$ cat src/rtl/mcst_pkg.sv
// Package for the MIDI channel state tracker: types, codes and fixed sizes.
// Used by mcst_note_mem, mcst_ctrl, mcst_datapath and midi_channel_state_tracker.
`default_nettype none

package mcst_pkg;

  localparam int NOTE_COUNT       = 128;
  localparam int CONTROLLER_COUNT = 32;
  localparam int NOTE_AW          = $clog2(NOTE_COUNT);
  localparam int CTL_AW           = $clog2(CONTROLLER_COUNT);
  localparam int DATA_W           = 7;
  localparam int VALUE_W          = 14;
  localparam int INDEX_W          = 9;

  // Input item kinds.
  localparam logic [1:0] KIND_MESSAGE     = 2'd0;
  localparam logic [1:0] KIND_READ_AXIS   = 2'd1;
  localparam logic [1:0] KIND_READ_SWITCH = 2'd2;

  // Result event kinds.
  localparam logic [2:0] EV_AXIS      = 3'd0;
  localparam logic [2:0] EV_SWITCH    = 3'd1;
  localparam logic [2:0] EV_VEL_CLEAR = 3'd2;
  localparam logic [2:0] EV_AFT_SET   = 3'd3;
  localparam logic [2:0] EV_READ      = 3'd4;

  // Upper nibble of the status byte.
  localparam logic [3:0] FN_NOTE_OFF   = 4'h8;
  localparam logic [3:0] FN_NOTE_ON    = 4'h9;
  localparam logic [3:0] FN_POLY_PRESS = 4'hA;
  localparam logic [3:0] FN_CONTROL    = 4'hB;
  localparam logic [3:0] FN_PROGRAM    = 4'hC;
  localparam logic [3:0] FN_CHAN_PRESS = 4'hD;
  localparam logic [3:0] FN_PITCH      = 4'hE;

  // Controller number ranges, by bits 6..5 of the controller number.
  localparam logic [1:0] CC_MSB    = 2'd0;
  localparam logic [1:0] CC_LSB    = 2'd1;
  localparam logic [1:0] CC_SWITCH = 2'd2;
  localparam logic [1:0] CC_HIGH   = 2'd3;

  localparam logic [DATA_W-1:0]  CC_ALL_OFF_MIN = 7'h7B;
  localparam logic [CTL_AW-1:0]  CTL_VOLUME     = 5'd7;
  localparam logic [CTL_AW-1:0]  CTL_BALANCE    = 5'd8;
  localparam logic [CTL_AW-1:0]  CTL_PAN        = 5'd10;
  localparam logic [VALUE_W-1:0] VALUE_FULL     = 14'h3FFF;
  localparam logic [VALUE_W-1:0] VALUE_CENTRE   = 14'(32'h40 << 7);

  localparam logic [INDEX_W-1:0] AXIS_VEL_BASE = 9'h000;
  localparam logic [INDEX_W-1:0] AXIS_AFT_BASE = 9'h080;
  localparam logic [INDEX_W-1:0] AXIS_CTL_BASE = 9'h100;
  localparam logic [INDEX_W-1:0] AXIS_PITCH    = 9'h120;

  typedef enum logic [0:0] {
    ST_IDLE,
    ST_APPLY
  } state_t;

  typedef struct packed {
    logic capture;
    logic commit;
  } mcst_cmd_t;

  typedef struct packed {
    logic out_busy;
  } mcst_status_t;

endpackage

`default_nettype wire

$ cat src/rtl/mcst_note_mem.sv
// Per-note store of 7-bit values with one registered read port and one write port.
// A group fill works through per-entry valid bits; depends on mcst_pkg.
`default_nettype none

module mcst_note_mem (
  input  wire logic                          clk,
  input  wire logic                          rst,
  input  wire logic                          rd_en,
  input  wire logic [mcst_pkg::NOTE_AW-1:0]  rd_addr,
  output logic      [mcst_pkg::DATA_W-1:0]   rd_data,
  input  wire logic                          wr_en,
  input  wire logic [mcst_pkg::NOTE_AW-1:0]  wr_addr,
  input  wire logic [mcst_pkg::DATA_W-1:0]   wr_data,
  input  wire logic                          fill_en,
  input  wire logic [mcst_pkg::DATA_W-1:0]   fill_data
);

  logic [mcst_pkg::DATA_W-1:0]     mem [mcst_pkg::NOTE_COUNT];
  logic [mcst_pkg::NOTE_COUNT-1:0] valid;
  logic [mcst_pkg::DATA_W-1:0]     fill;
  logic [mcst_pkg::DATA_W-1:0]     mem_q;
  logic                            hit_q;

  always_ff @(posedge clk) begin
    if (wr_en) begin
      mem[wr_addr] <= wr_data;
    end
    if (rd_en) begin
      mem_q <= mem[rd_addr];
    end
  end

  // An entry that is not valid holds the last group fill value.
  always_ff @(posedge clk) begin
    if (rst) begin
      valid <= '0;
      fill  <= '0;
      hit_q <= 1'b0;
    end else begin
      if (fill_en) begin
        valid <= '0;
        fill  <= fill_data;
      end else if (wr_en) begin
        valid[wr_addr] <= 1'b1;
      end
      if (rd_en) begin
        hit_q <= valid[rd_addr];
      end
    end
  end

  assign rd_data = hit_q ? mem_q : fill;

endmodule

`default_nettype wire

$ cat src/rtl/mcst_ctrl.sv
// Controller state machine for the MIDI channel state tracker.
// Issues capture and commit commands to mcst_datapath; depends on mcst_pkg.
`default_nettype none

module mcst_ctrl (
  input  wire logic                  clk,
  input  wire logic                  rst,
  input  wire logic                  in_valid,
  output logic                       in_ready,
  input  wire mcst_pkg::mcst_status_t status,
  output mcst_pkg::mcst_cmd_t        cmd
);

  mcst_pkg::state_t state;
  mcst_pkg::state_t state_next;

  always_ff @(posedge clk) begin
    if (rst) begin
      state <= mcst_pkg::ST_IDLE;
    end else begin
      state <= state_next;
    end
  end

  always_comb begin
    state_next  = state;
    in_ready    = 1'b0;
    cmd.capture = 1'b0;
    cmd.commit  = 1'b0;
    unique case (state)
      mcst_pkg::ST_IDLE: begin
        in_ready    = 1'b1;
        cmd.capture = in_valid;
        if (in_valid) begin
          state_next = mcst_pkg::ST_APPLY;
        end
      end
      mcst_pkg::ST_APPLY: begin
        // The item waits here while a previous result still holds the output.
        if (!status.out_busy) begin
          cmd.commit = 1'b1;
          state_next = mcst_pkg::ST_IDLE;
        end
      end
      default: begin
        state_next = mcst_pkg::ST_IDLE;
      end
    endcase
  end

`ifndef SYNTHESIS
  a_cmd_exclusive: assert property (@(posedge clk) disable iff (rst)
    !(cmd.capture && cmd.commit))
    else $error("capture and commit in the same cycle");

  a_capture_then_apply: assert property (@(posedge clk) disable iff (rst)
    cmd.capture |=> state == mcst_pkg::ST_APPLY && !in_ready)
    else $error("captured item not held for apply");

  a_commit_frees: assert property (@(posedge clk) disable iff (rst)
    cmd.commit |=> in_ready)
    else $error("block not ready after commit");
`endif

endmodule

`default_nettype wire

$ cat src/rtl/mcst_datapath.sv
// Datapath of the MIDI channel state tracker: input latch, note stores,
// controller and switch registers, result decode and output register.
// Depends on mcst_pkg and mcst_note_mem.
`default_nettype none

module mcst_datapath (
  input  wire logic                          clk,
  input  wire logic                          rst,
  input  wire mcst_pkg::mcst_cmd_t           cmd,
  output mcst_pkg::mcst_status_t             status,
  input  wire logic [1:0]                    kind,
  input  wire logic [7:0]                    status_byte,
  input  wire logic [mcst_pkg::DATA_W-1:0]   data_first,
  input  wire logic [mcst_pkg::DATA_W-1:0]   data_second,
  input  wire logic [1:0]                    byte_count,
  input  wire logic [mcst_pkg::INDEX_W-1:0]  read_index,
  output logic                               out_valid,
  input  wire logic                          out_ready,
  output logic [2:0]                         event_kind,
  output logic [mcst_pkg::INDEX_W-1:0]       index,
  output logic [mcst_pkg::VALUE_W-1:0]       value,
  output logic                               centered
);

  localparam int PAD_W = mcst_pkg::VALUE_W - mcst_pkg::DATA_W;

  // Captured item.
  logic [1:0]                       kind_q;
  logic [3:0]                       func_q;
  logic [mcst_pkg::DATA_W-1:0]      d0_q;
  logic [mcst_pkg::DATA_W-1:0]      d1_q;
  logic [mcst_pkg::INDEX_W-1:0]     ridx_q;

  logic [mcst_pkg::DATA_W-1:0]      d0_in;
  logic [mcst_pkg::DATA_W-1:0]      d1_in;
  logic [mcst_pkg::NOTE_AW-1:0]     note_rd_addr;

  // Channel state held in flip-flops.
  logic [mcst_pkg::VALUE_W-1:0]          ctl [mcst_pkg::CONTROLLER_COUNT];
  logic [mcst_pkg::CONTROLLER_COUNT-1:0] sw;
  logic [mcst_pkg::DATA_W-1:0]           program_number;
  logic [mcst_pkg::VALUE_W-1:0]          pitch_bend;

  logic [mcst_pkg::DATA_W-1:0]      vel_rd;
  logic [mcst_pkg::DATA_W-1:0]      prs_rd;

  // Decoded effects of the captured item.
  logic                             vel_wr;
  logic [mcst_pkg::DATA_W-1:0]      vel_wr_data;
  logic                             vel_clear;
  logic                             prs_wr;
  logic                             prs_fill;
  logic                             ctl_wr;
  logic [mcst_pkg::CTL_AW-1:0]      ctl_sel;
  logic [mcst_pkg::VALUE_W-1:0]     ctl_cur;
  logic [mcst_pkg::VALUE_W-1:0]     ctl_new;
  logic                             sw_wr;
  logic                             prog_wr;
  logic                             pitch_wr;
  logic [mcst_pkg::VALUE_W-1:0]     pitch_new;
  logic                             res_valid;
  logic [2:0]                       res_kind;
  logic [mcst_pkg::INDEX_W-1:0]     res_index;
  logic [mcst_pkg::VALUE_W-1:0]     res_value;
  logic                             res_signed;
  logic                             vel_we;
  logic                             prs_we;

  // Data bytes beyond the message length read as zero.
  assign d0_in = (byte_count >= 2'd2) ? data_first  : '0;
  assign d1_in = (byte_count >= 2'd3) ? data_second : '0;
  assign note_rd_addr = (kind == mcst_pkg::KIND_MESSAGE) ? d0_in
                                                         : read_index[mcst_pkg::NOTE_AW-1:0];

  always_ff @(posedge clk) begin
    if (cmd.capture) begin
      kind_q <= kind;
      func_q <= status_byte[7:4];
      d0_q   <= d0_in;
      d1_q   <= d1_in;
      ridx_q <= read_index;
    end
  end

  assign vel_we = cmd.commit && vel_wr;
  assign prs_we = cmd.commit && prs_wr;

  mcst_note_mem u_vel_mem (
    .clk       (clk),
    .rst       (rst),
    .rd_en     (cmd.capture),
    .rd_addr   (note_rd_addr),
    .rd_data   (vel_rd),
    .wr_en     (vel_we),
    .wr_addr   (d0_q),
    .wr_data   (vel_wr_data),
    .fill_en   (cmd.commit && vel_clear),
    .fill_data ('0)
  );

  mcst_note_mem u_prs_mem (
    .clk       (clk),
    .rst       (rst),
    .rd_en     (cmd.capture),
    .rd_addr   (note_rd_addr),
    .rd_data   (prs_rd),
    .wr_en     (prs_we),
    .wr_addr   (d0_q),
    .wr_data   (d1_q),
    .fill_en   (cmd.commit && prs_fill),
    .fill_data (d0_q)
  );

  // Messages address a controller by their first data byte, axis reads by the index.
  assign ctl_sel = (kind_q == mcst_pkg::KIND_MESSAGE) ? d0_q[mcst_pkg::CTL_AW-1:0]
                                                      : ridx_q[mcst_pkg::CTL_AW-1:0];
  assign ctl_cur = ctl[ctl_sel];

  always_comb begin
    vel_wr      = 1'b0;
    vel_wr_data = '0;
    vel_clear   = 1'b0;
    prs_wr      = 1'b0;
    prs_fill    = 1'b0;
    ctl_wr      = 1'b0;
    ctl_new     = '0;
    sw_wr       = 1'b0;
    prog_wr     = 1'b0;
    pitch_wr    = 1'b0;
    pitch_new   = {d1_q, d0_q};
    res_valid   = 1'b0;
    res_kind    = mcst_pkg::EV_AXIS;
    res_index   = '0;
    res_value   = '0;
    res_signed  = 1'b0;

    case (kind_q)
      mcst_pkg::KIND_MESSAGE: begin
        case (func_q) inside
          mcst_pkg::FN_NOTE_OFF, mcst_pkg::FN_NOTE_ON: begin
            vel_wr      = 1'b1;
            vel_wr_data = (func_q == mcst_pkg::FN_NOTE_ON) ? d1_q : '0;
            res_valid   = 1'b1;
            res_index   = mcst_pkg::AXIS_VEL_BASE | {2'b00, d0_q};
            res_value   = {{PAD_W{1'b0}}, vel_wr_data};
          end
          mcst_pkg::FN_POLY_PRESS: begin
            prs_wr    = 1'b1;
            res_valid = 1'b1;
            res_index = mcst_pkg::AXIS_AFT_BASE | {2'b00, d0_q};
            res_value = {{PAD_W{1'b0}}, d1_q};
          end
          mcst_pkg::FN_CONTROL: begin
            case (d0_q[6:5]) inside
              mcst_pkg::CC_MSB, mcst_pkg::CC_LSB: begin
                ctl_wr = 1'b1;
                if (d0_q[6:5] == mcst_pkg::CC_MSB) begin
                  ctl_new = {d1_q, ctl_cur[mcst_pkg::DATA_W-1:0]};
                end else begin
                  ctl_new = {ctl_cur[mcst_pkg::VALUE_W-1:mcst_pkg::DATA_W], d1_q};
                end
                res_valid  = 1'b1;
                res_index  = mcst_pkg::AXIS_CTL_BASE | {4'b0000, ctl_sel};
                res_value  = ctl_new;
                res_signed = (ctl_sel == mcst_pkg::CTL_BALANCE) ||
                             (ctl_sel == mcst_pkg::CTL_PAN);
              end
              mcst_pkg::CC_SWITCH: begin
                // A switch is on when the value is 64 or more.
                sw_wr     = 1'b1;
                res_valid = 1'b1;
                res_kind  = mcst_pkg::EV_SWITCH;
                res_index = {4'b0000, ctl_sel};
                res_value = {{(mcst_pkg::VALUE_W-1){1'b0}}, d1_q[6]};
              end
              default: begin
                if (d0_q >= mcst_pkg::CC_ALL_OFF_MIN) begin
                  vel_clear = 1'b1;
                  res_valid = 1'b1;
                  res_kind  = mcst_pkg::EV_VEL_CLEAR;
                  res_index = mcst_pkg::AXIS_VEL_BASE;
                end
              end
            endcase
          end
          mcst_pkg::FN_PROGRAM: begin
            prog_wr = 1'b1;
          end
          mcst_pkg::FN_CHAN_PRESS: begin
            prs_fill  = 1'b1;
            res_valid = 1'b1;
            res_kind  = mcst_pkg::EV_AFT_SET;
            res_index = mcst_pkg::AXIS_AFT_BASE;
            res_value = {{PAD_W{1'b0}}, d0_q};
          end
          mcst_pkg::FN_PITCH: begin
            pitch_wr   = 1'b1;
            res_valid  = 1'b1;
            res_index  = mcst_pkg::AXIS_PITCH;
            res_value  = pitch_new;
            res_signed = 1'b1;
          end
          default: begin
          end
        endcase
      end
      mcst_pkg::KIND_READ_AXIS: begin
        res_valid = 1'b1;
        res_kind  = mcst_pkg::EV_READ;
        res_index = ridx_q;
        if (ridx_q < mcst_pkg::AXIS_AFT_BASE) begin
          res_value = {{PAD_W{1'b0}}, vel_rd};
        end else if (ridx_q < mcst_pkg::AXIS_CTL_BASE) begin
          res_value = {{PAD_W{1'b0}}, prs_rd};
        end else if (ridx_q < mcst_pkg::AXIS_PITCH) begin
          res_value  = ctl_cur;
          res_signed = (ctl_sel == mcst_pkg::CTL_BALANCE) ||
                       (ctl_sel == mcst_pkg::CTL_PAN);
        end else begin
          res_value  = pitch_bend;
          res_signed = 1'b1;
        end
      end
      mcst_pkg::KIND_READ_SWITCH: begin
        res_valid = 1'b1;
        res_kind  = mcst_pkg::EV_READ;
        res_index = ridx_q;
        if (ridx_q < mcst_pkg::INDEX_W'(mcst_pkg::CONTROLLER_COUNT)) begin
          res_value = {{(mcst_pkg::VALUE_W-1){1'b0}},
                       sw[ridx_q[mcst_pkg::CTL_AW-1:0]]};
        end
      end
      default: begin
      end
    endcase
  end

  always_ff @(posedge clk) begin
    if (rst) begin
      for (int i = 0; i < mcst_pkg::CONTROLLER_COUNT; i++) begin
        ctl[i] <= '0;
      end
      ctl[mcst_pkg::CTL_VOLUME] <= mcst_pkg::VALUE_FULL;
      sw             <= '0;
      program_number <= '0;
      pitch_bend     <= mcst_pkg::VALUE_CENTRE;
    end else if (cmd.commit) begin
      if (ctl_wr) begin
        ctl[ctl_sel] <= ctl_new;
      end
      if (sw_wr) begin
        sw[ctl_sel] <= d1_q[6];
      end
      if (prog_wr) begin
        program_number <= d0_q;
      end
      if (pitch_wr) begin
        pitch_bend <= pitch_new;
      end
    end
  end

  always_ff @(posedge clk) begin
    if (rst) begin
      out_valid <= 1'b0;
    end else if (cmd.commit && res_valid) begin
      out_valid <= 1'b1;
    end else if (out_ready) begin
      out_valid <= 1'b0;
    end
  end

  always_ff @(posedge clk) begin
    if (cmd.commit && res_valid) begin
      event_kind <= res_kind;
      index      <= res_index;
      value      <= res_value;
      centered   <= res_signed;
    end
  end

  assign status.out_busy = out_valid && !out_ready;

`ifndef SYNTHESIS
  a_commit_free_output: assert property (@(posedge clk) disable iff (rst)
    cmd.commit |-> !(out_valid && !out_ready))
    else $error("commit while the output register is still occupied");

  a_result_from_commit: assert property (@(posedge clk) disable iff (rst)
    $rose(out_valid) |-> $past(cmd.commit))
    else $error("result appeared without a committed item");

  a_group_exclusive: assert property (@(posedge clk) disable iff (rst)
    cmd.commit |-> !((vel_clear || prs_fill) && (vel_wr || prs_wr)))
    else $error("group fill and single-note write decoded together");
`endif

endmodule

`default_nettype wire

$ cat src/rtl/midi_channel_state_tracker.sv
// Top level of the MIDI channel state tracker.
// Instantiates mcst_ctrl and mcst_datapath; depends on mcst_pkg.
`default_nettype none

// Tracks the state of one MIDI channel from framed voice messages and answers
// read requests for stored axis and switch values. Each accepted item passes
// through a capture step, where the per-note stores are read into their
// output registers, and an apply step, where the state is updated and the
// result, if any, is loaded into the output register. The apply step waits
// while an earlier result has not been taken, and the block takes no new item
// until the apply step is done. Clearing all velocities and setting all
// aftertouch values complete in the apply step; there is no clearing pass
// after reset.
module midi_channel_state_tracker (
  input  wire logic                          clk,
  input  wire logic                          rst,
  input  wire logic                          in_valid,
  output logic                               in_ready,
  input  wire logic [1:0]                    kind,
  input  wire logic [7:0]                    status_byte,
  input  wire logic [mcst_pkg::DATA_W-1:0]   data_first,
  input  wire logic [mcst_pkg::DATA_W-1:0]   data_second,
  input  wire logic [1:0]                    byte_count,
  input  wire logic [mcst_pkg::INDEX_W-1:0]  read_index,
  output logic                               out_valid,
  input  wire logic                          out_ready,
  output logic [2:0]                         event_kind,
  output logic [mcst_pkg::INDEX_W-1:0]       index,
  output logic [mcst_pkg::VALUE_W-1:0]       value,
  output logic                               centered
);

  mcst_pkg::mcst_cmd_t    cmd;
  mcst_pkg::mcst_status_t status;

  mcst_ctrl u_ctrl (
    .clk      (clk),
    .rst      (rst),
    .in_valid (in_valid),
    .in_ready (in_ready),
    .status   (status),
    .cmd      (cmd)
  );

  mcst_datapath u_datapath (
    .clk         (clk),
    .rst         (rst),
    .cmd         (cmd),
    .status      (status),
    .kind        (kind),
    .status_byte (status_byte),
    .data_first  (data_first),
    .data_second (data_second),
    .byte_count  (byte_count),
    .read_index  (read_index),
    .out_valid   (out_valid),
    .out_ready   (out_ready),
    .event_kind  (event_kind),
    .index       (index),
    .value       (value),
    .centered    (centered)
  );

endmodule

`default_nettype wire

$ cat config.mk
export PLATFORM = sky130hd
export DESIGN_NAME = midi_channel_state_tracker
export DESIGN_NICKNAME = d
export VERILOG_FILES = /design/src/rtl/mcst_pkg.sv /design/src/rtl/mcst_note_mem.sv /design/src/rtl/mcst_ctrl.sv /design/src/rtl/mcst_datapath.sv /design/src/rtl/midi_channel_state_tracker.sv
export SDC_FILE = /design/constraint.sdc
export NUM_CORES = 2
export LEC_CHECK = 0
export ABC_AREA = 1
export BUFFER_PORTS_ARGS = -buffer_cell sky130_fd_sc_hd__buf_2
export CAP_MARGIN = 0
export CORE_MARGIN = 2
export CORE_UTILIZATION = 29
export CTS_CLUSTER_DIAMETER = 80
export DETAILED_ROUTE_END_ITERATION = 7
export GPL_TIMING_DRIVEN = 0
export RECOVER_POWER = 50
export SLEW_MARGIN = 40
export SYNTH_ARGS = -nofsm -noshare
export SYNTH_HDL_FRONTEND = slang
export SYNTH_SLANG_ARGS = --single-unit
$ cat constraint.sdc
create_clock -name clk -period 10.9 [get_ports clk]
set_input_delay 2.18 -clock clk [delete_from_list [all_inputs] [get_ports clk]]
set_output_delay 2.18 -clock clk [all_outputs]
set_load 0.01 [all_outputs]
Yosys cells after proc, flatten, opt, wreduce, memory -nomap -nowiden
Memories as Yosys holds them, arrays and structs flattened. A register that Yosys moved wholly into a read port is not among the register bits. Index checks and enable logic that the tools add are counted. Widths: inputs -> output; s select.

Reductions and logical operators: 22. Order comparisons: 13. Muxes and demuxes: 131. Bitwise gates (word level): 4. Eq/ne operators: 13.

Operator list (count): $or 128x128->128 (2); $mux 14 (18); $mux 1 (76); $mux 9 (7); $mux 7 (7); $pmux 14 s3 (1); $bwmux 32 (1); $eq 4x4->1 const B (7); $lt 9x9->1 const B (2); $mux 3 (6); $pmux 9 s2 (1); $lt 7x8->1 const B (2); $mux 5 (3); $bmux 1 s7 (2); $reduce_or 14->1 (1); $lt 5x6->1 const B (2); $eq 5x4->1 const B (2); $reduce_or 2->1 (5); $lt 9x6->1 const B (1); $lt 9x8->1 const B (1); $logic_and 1x1->1 (8); $demux 1 s7 (1); $ge 7x1->1 const B (1); $ge 7x7->1 const B (1); 16 further kinds (25).

Output and inout bits: 29. Bits in writable memories: 2240. Flip-flop bits (word level): 369. Bits of input ports: 39. Memories: 3. Logic and storage cells: 204.

Memories: u_datapath.u_prs_mem.mem (words 128, bits a word 7, read ports 1, clocked after Yosys merged registers in 1, wr ports 1, line mcst_note_mem.sv:18) `logic [mcst_pkg::DATA_W-1:0] mem [mcst_pkg::NOTE_COUNT];`; u_datapath.u_vel_mem.mem (words 128, bits a word 7, read ports 1, clocked after Yosys merged registers in 1, wr ports 1, line mcst_note_mem.sv:18); u_datapath.ctl (words 32, bits a word 14, read ports 1, clocked after Yosys merged registers in 0, wr ports 32, line mcst_datapath.sv:39) `logic [mcst_pkg::VALUE_W-1:0] ctl [mcst_pkg::CONTROLLER_COUNT];`.

Logic depth before layout (Yosys ltp)
Word-level depth: 13. Gate-level depth with buffers: 23. Depth with buffers taken out: 20.

Cells and area by module
A second synthesis with hierarchy kept.

Cell total of the unflattened synthesis: 10373. Area, all modules: 109535.1 sq um.

By module, submodules not included: mcst_note_mem (area each 41598.6 sq um, seq. area each 29838.6 sq um, cells each 3690, instances 2); mcst_datapath (area each 26277.7 sq um, seq. area each 16075.4 sq um, cells each 2982, instances 1); mcst_ctrl (area each 60.1 sq um, seq. area each 20.0 sq um, cells each 11, instances 1).

Least setup slack after synthesis
OpenSTA, ideal clock, no wires.

Kind: register to register. From: register u_datapath.d1_q[6] in the netlist's numbering. To: memory u_datapath.u_vel_mem.mem[0][6] in the netlist's numbering, data pin. Cell stages (with the launch flop): 4. Setup slack: 2.678 ns. Setup time: 1.155 ns. Clock period less this slack: 8.222 ns. Arrival time: 7.067 ns. Data required time: 9.745 ns. Buffers on the path: 1. Cells stage by stage: edfxtp_1 clkbuf_1 inv_1 nor3_1.

Cells in the longest elaborated chain, start to end: 3.

Ends and longest elaborated chain: start, declared (line mcst_datapath.sv:31) `logic [mcst_pkg::DATA_W-1:0] d1_q;`; start signal, assigned (line mcst_datapath.sv:80) `d1_q <= d1_in;`; $mux 7 (line mcst_datapath.sv:142) `vel_wr_data = (func_q == mcst_pkg::FN_NOTE_ON) ? d1_q : '0;`; $mux 7 (line mcst_datapath.sv:139) `case (func_q) inside`; $mux 7 (line mcst_datapath.sv:137) `case (kind_q)`; named net u_datapath.u_vel_mem.wr_data, one bit (line mcst_note_mem.sv:13) `input wire logic [mcst_pkg::DATA_W-1:0] wr_data,`; end, declared (line mcst_note_mem.sv:18).

The timed path passes the listed nets, and every way through them passes these cells.

Worst setup path after layout
From: register u_datapath.kind_q[0]. To: memory u_datapath.u_vel_mem.mem[76][3] in the netlist's numbering, data pin.

Cells in the longest elaborated chain, start to end: 2.

Ends and longest elaborated chain: start, declared (line mcst_datapath.sv:28) `logic [1:0] kind_q;`; start signal, assigned (line mcst_datapath.sv:77) `kind_q <= kind;`; $logic_not 2->1 (line mcst_datapath.sv:137); $mux 7 (line mcst_datapath.sv:137); named net u_datapath.u_vel_mem.wr_data, one bit (line mcst_note_mem.sv:13).

The timed path passes the listed nets, and every way through them passes these cells.

==> metrics.yaml <==
floorplan:
  start_util_pct: 29.07
  io_pins: 68
  rows: 225
  die_y_um: 617.1
  die_x_um: 617.1
  die-area_sq_um: 380800
  coreArea_sq_um: 375000
finish:
  fin_util_pct: 33.76
  final_layout_size_suffix_gt1_share_pct: 9.797
  layout_common_cells: "nor2_1, edfxtp_1, nand2_1, o21ai_0, nand3_1"
  syn_to_final_growth_pct: 16.13
  layout.nets: 10800
  final_common_cell: "nor2_1"
timing:
  worst_pin_slew_ns: 2.254
  slew_headroom_pct: -51.86
  finalHoldViolCount: 0
  finalWorstSetupSlack_ns: 3.750
  finalMaxSlewViolations: 34
  period_share_pct: 65.60
  fin_crit_ns: 7.150
  rsz0062_at_grt: "no"
  setup_viol: 0
  fin_worst_skew_ns: 0.1243
  max_freq_ghz: 0.1399
drt:
  dr.pass1.iters: 8
  ant_nets: 0
  vias_per_cell: 5.416
  drcViolationCount: 0
  routedWlPerCell_um: 29.01
  drt_iter0_drc: 14300
  vias: 86750
  wirelength_um: 464600
cts:
  cts_tree: "built"
  htree_levels: 5
  clkSinkCount: 2623
  cts-buffers-inserted: 292
  clock_path_buffers: 4
  post_cts_resized: 0
  root_buffer: "clkbuf_16"
  cts.reportedPaths.clkPinSlew_ns: 0.06
  cts_setup_buffers: 0
  clk_latency_ns: 0.96
  hold_buffers: 0
job:
  max_cap_viol_count: 3
synthesis:
  ys.flop_type: "edfxtp_1"
  syn_inst: 10260
  yosys_warnings: 0
  ys_types: 44
  ys_seq_area_share_pct: 69.38
  synth_seq_cells: 2623
  async_flop_share_pct: 0
  synth-edff-count: 2310
  syn_avg_cell_area_sq_um: 10.62
  synth_area_sq_um: 109000
  syn-num-nets: 10310
outcome:
  violations: "max-capacitance violations, max-slew violations"
  status: "finished, violations left"
place:
  place_congestion: 1.045
  portBuffers: 61
  dpl_worst_slack_ns: 4.307
  post-dp-hpwl_um: 334500
global_routing:
  grt_usage_pct: 23.47
  grt_max_degree: 30
  grt_overflow: 0
  grt_pass1_wl_um: 626000
  antenna_found_initial: 38
  grt_pass1_vias: 78800
setup_path:
  arrival_ns: 7.71
  crit_type: "reg2reg"
  endpoint_kind: "register"
  cp_data_required_time_ns: 11.46
  start_kind: "register"
  crit_fanout: 29
power_and_ir_drop:
  peakVddDrop_uv: 142.3
  power_density_nw_per_um2: 184.6
  power.leakage_nw: 39.94
min_path:
  hold_class: "reg2reg"
state kept, by name, summed over array words and instances, names as in the netlist, 9 cells and up:
name / cells
u_datapath.u_prs_mem.mem: 896
u_datapath.u_vel_mem.mem: 896
u_datapath.ctl: 448
u_datapath.u_prs_mem.valid: 128
u_datapath.u_vel_mem.valid: 128
u_datapath.sw: 32
u_datapath.pitch_bend: 14
u_datapath.value: 14
u_datapath.index: 9
u_datapath.ridx_q: 9
path summary, 6_finish.rpt:
| path | start | end | slack (ns) | depth (start not counted) |
|---|---|---|---|---|
| setup / recovery | u_datapath.kind_q[0]$_DFFE_PP_ | u_datapath.u_vel_mem.mem[76][3]$_DFFE_PP_ | 3.75 | 10 |
| hold / removal | u_datapath.pitch_bend[10]$_SDFFE_PP0P_ | u_datapath.pitch_bend[10]$_SDFFE_PP0P_ | 0.47 | 2 |
| setup reg to reg | u_datapath.kind_q[0]$_DFFE_PP_ | u_datapath.u_vel_mem.mem[76][3]$_DFFE_PP_ | 3.75 | 10 |
| hold reg to reg | u_datapath.pitch_bend[10]$_SDFFE_PP0P_ | u_datapath.pitch_bend[10]$_SDFFE_PP0P_ | 0.47 | 2 |
where the power goes:
group	leakage, nW	total, mW	switching, mW	internal (mW)
clock	4.63	10.0	4.22	5.79
combinational	13.1	2.36	1.90	0.459
sequential	22.2	11.0	0.0359	11.0
logic make-up after synthesis:
family	share of synthesized area [%]
AOI/OAI and AO/OA	8.118
adders and majority gates	0.04591
buffers and inverters	4.024
DFF	69.38
and+or+nand+nor	18.44
per-layer routing:
layer | vias up | GRT usage (%) | part of all wire, %
met5 | - | 0 | 0.060
met4 | 22 | 14.42 | 7.5
met3 | 1378 | 6.553 | 13
met2 | 6238 | 35.55 | 43
met1 | 42450 | 29.71 | 37
li1 | 36660 | - | -
worst max-delay path, stage by stage, from the launching register on:
cell	delay [ns]
edfxtp_1	0.50
inv_1	0.12
ha_1	0.15
clkbuf_1	0.51
clkbuf_1	0.60
nand2_1	0.16
nor2_1	1.03
clkbuf_1	0.97
clkbuf_1	0.99
clkbuf_1	0.84
clkbuf_1	0.91
cell usage after synthesis (all sizes together) (6+ instances only):
library cell,instances,area (sq um)
inv,337,1267
clkbuf,424,1592
dfxtp,313,6266
a31oi,30,187.7
nor4,30,187.7
nor3,49,292.8
nor2,2756,10390
nand2,1315,4981
or2,24,150.1
a21oi,55,275.3
o221ai,6,52.55
o21ai,1043,5265
o22ai,447,2796
edfxtp,2310,69370
buf,283,1511
o211ai,23,172.7
nand3,793,4059
per-stage QoR:
step                      instance area [sq um]  cells  power [mW]  hold WS, ns   TNS, ns
after floorplan                          109000  10260       12.29       0.4407         0
after global placement                   115600  15320       13.43       0.4487  -3132.67
after detailed placement                 118700  15460       13.48       0.4580         0
after global routing                     126500  15990       23.78       0.4878         0
final                                    126600  16020       23.37       0.4722         0
after CTS                                128200  15990       23.28       0.4716         0
layout make-up:
cell class / count / area (sq um)
clock inverters: 164 / 1695
fillers: 37880 / 248400
clock buffers: 362 / 7779
multi-input cells: 6592 / 29750
flip-flops and latches: 2623 / 75630
inverters: 341 / 1282
plain buffers: 707 / 3122
diodes: 30 / 75.07
well taps: 4994 / 6248
repair buffers: 204 / 1020
Power figures use the tool's default switching activity.
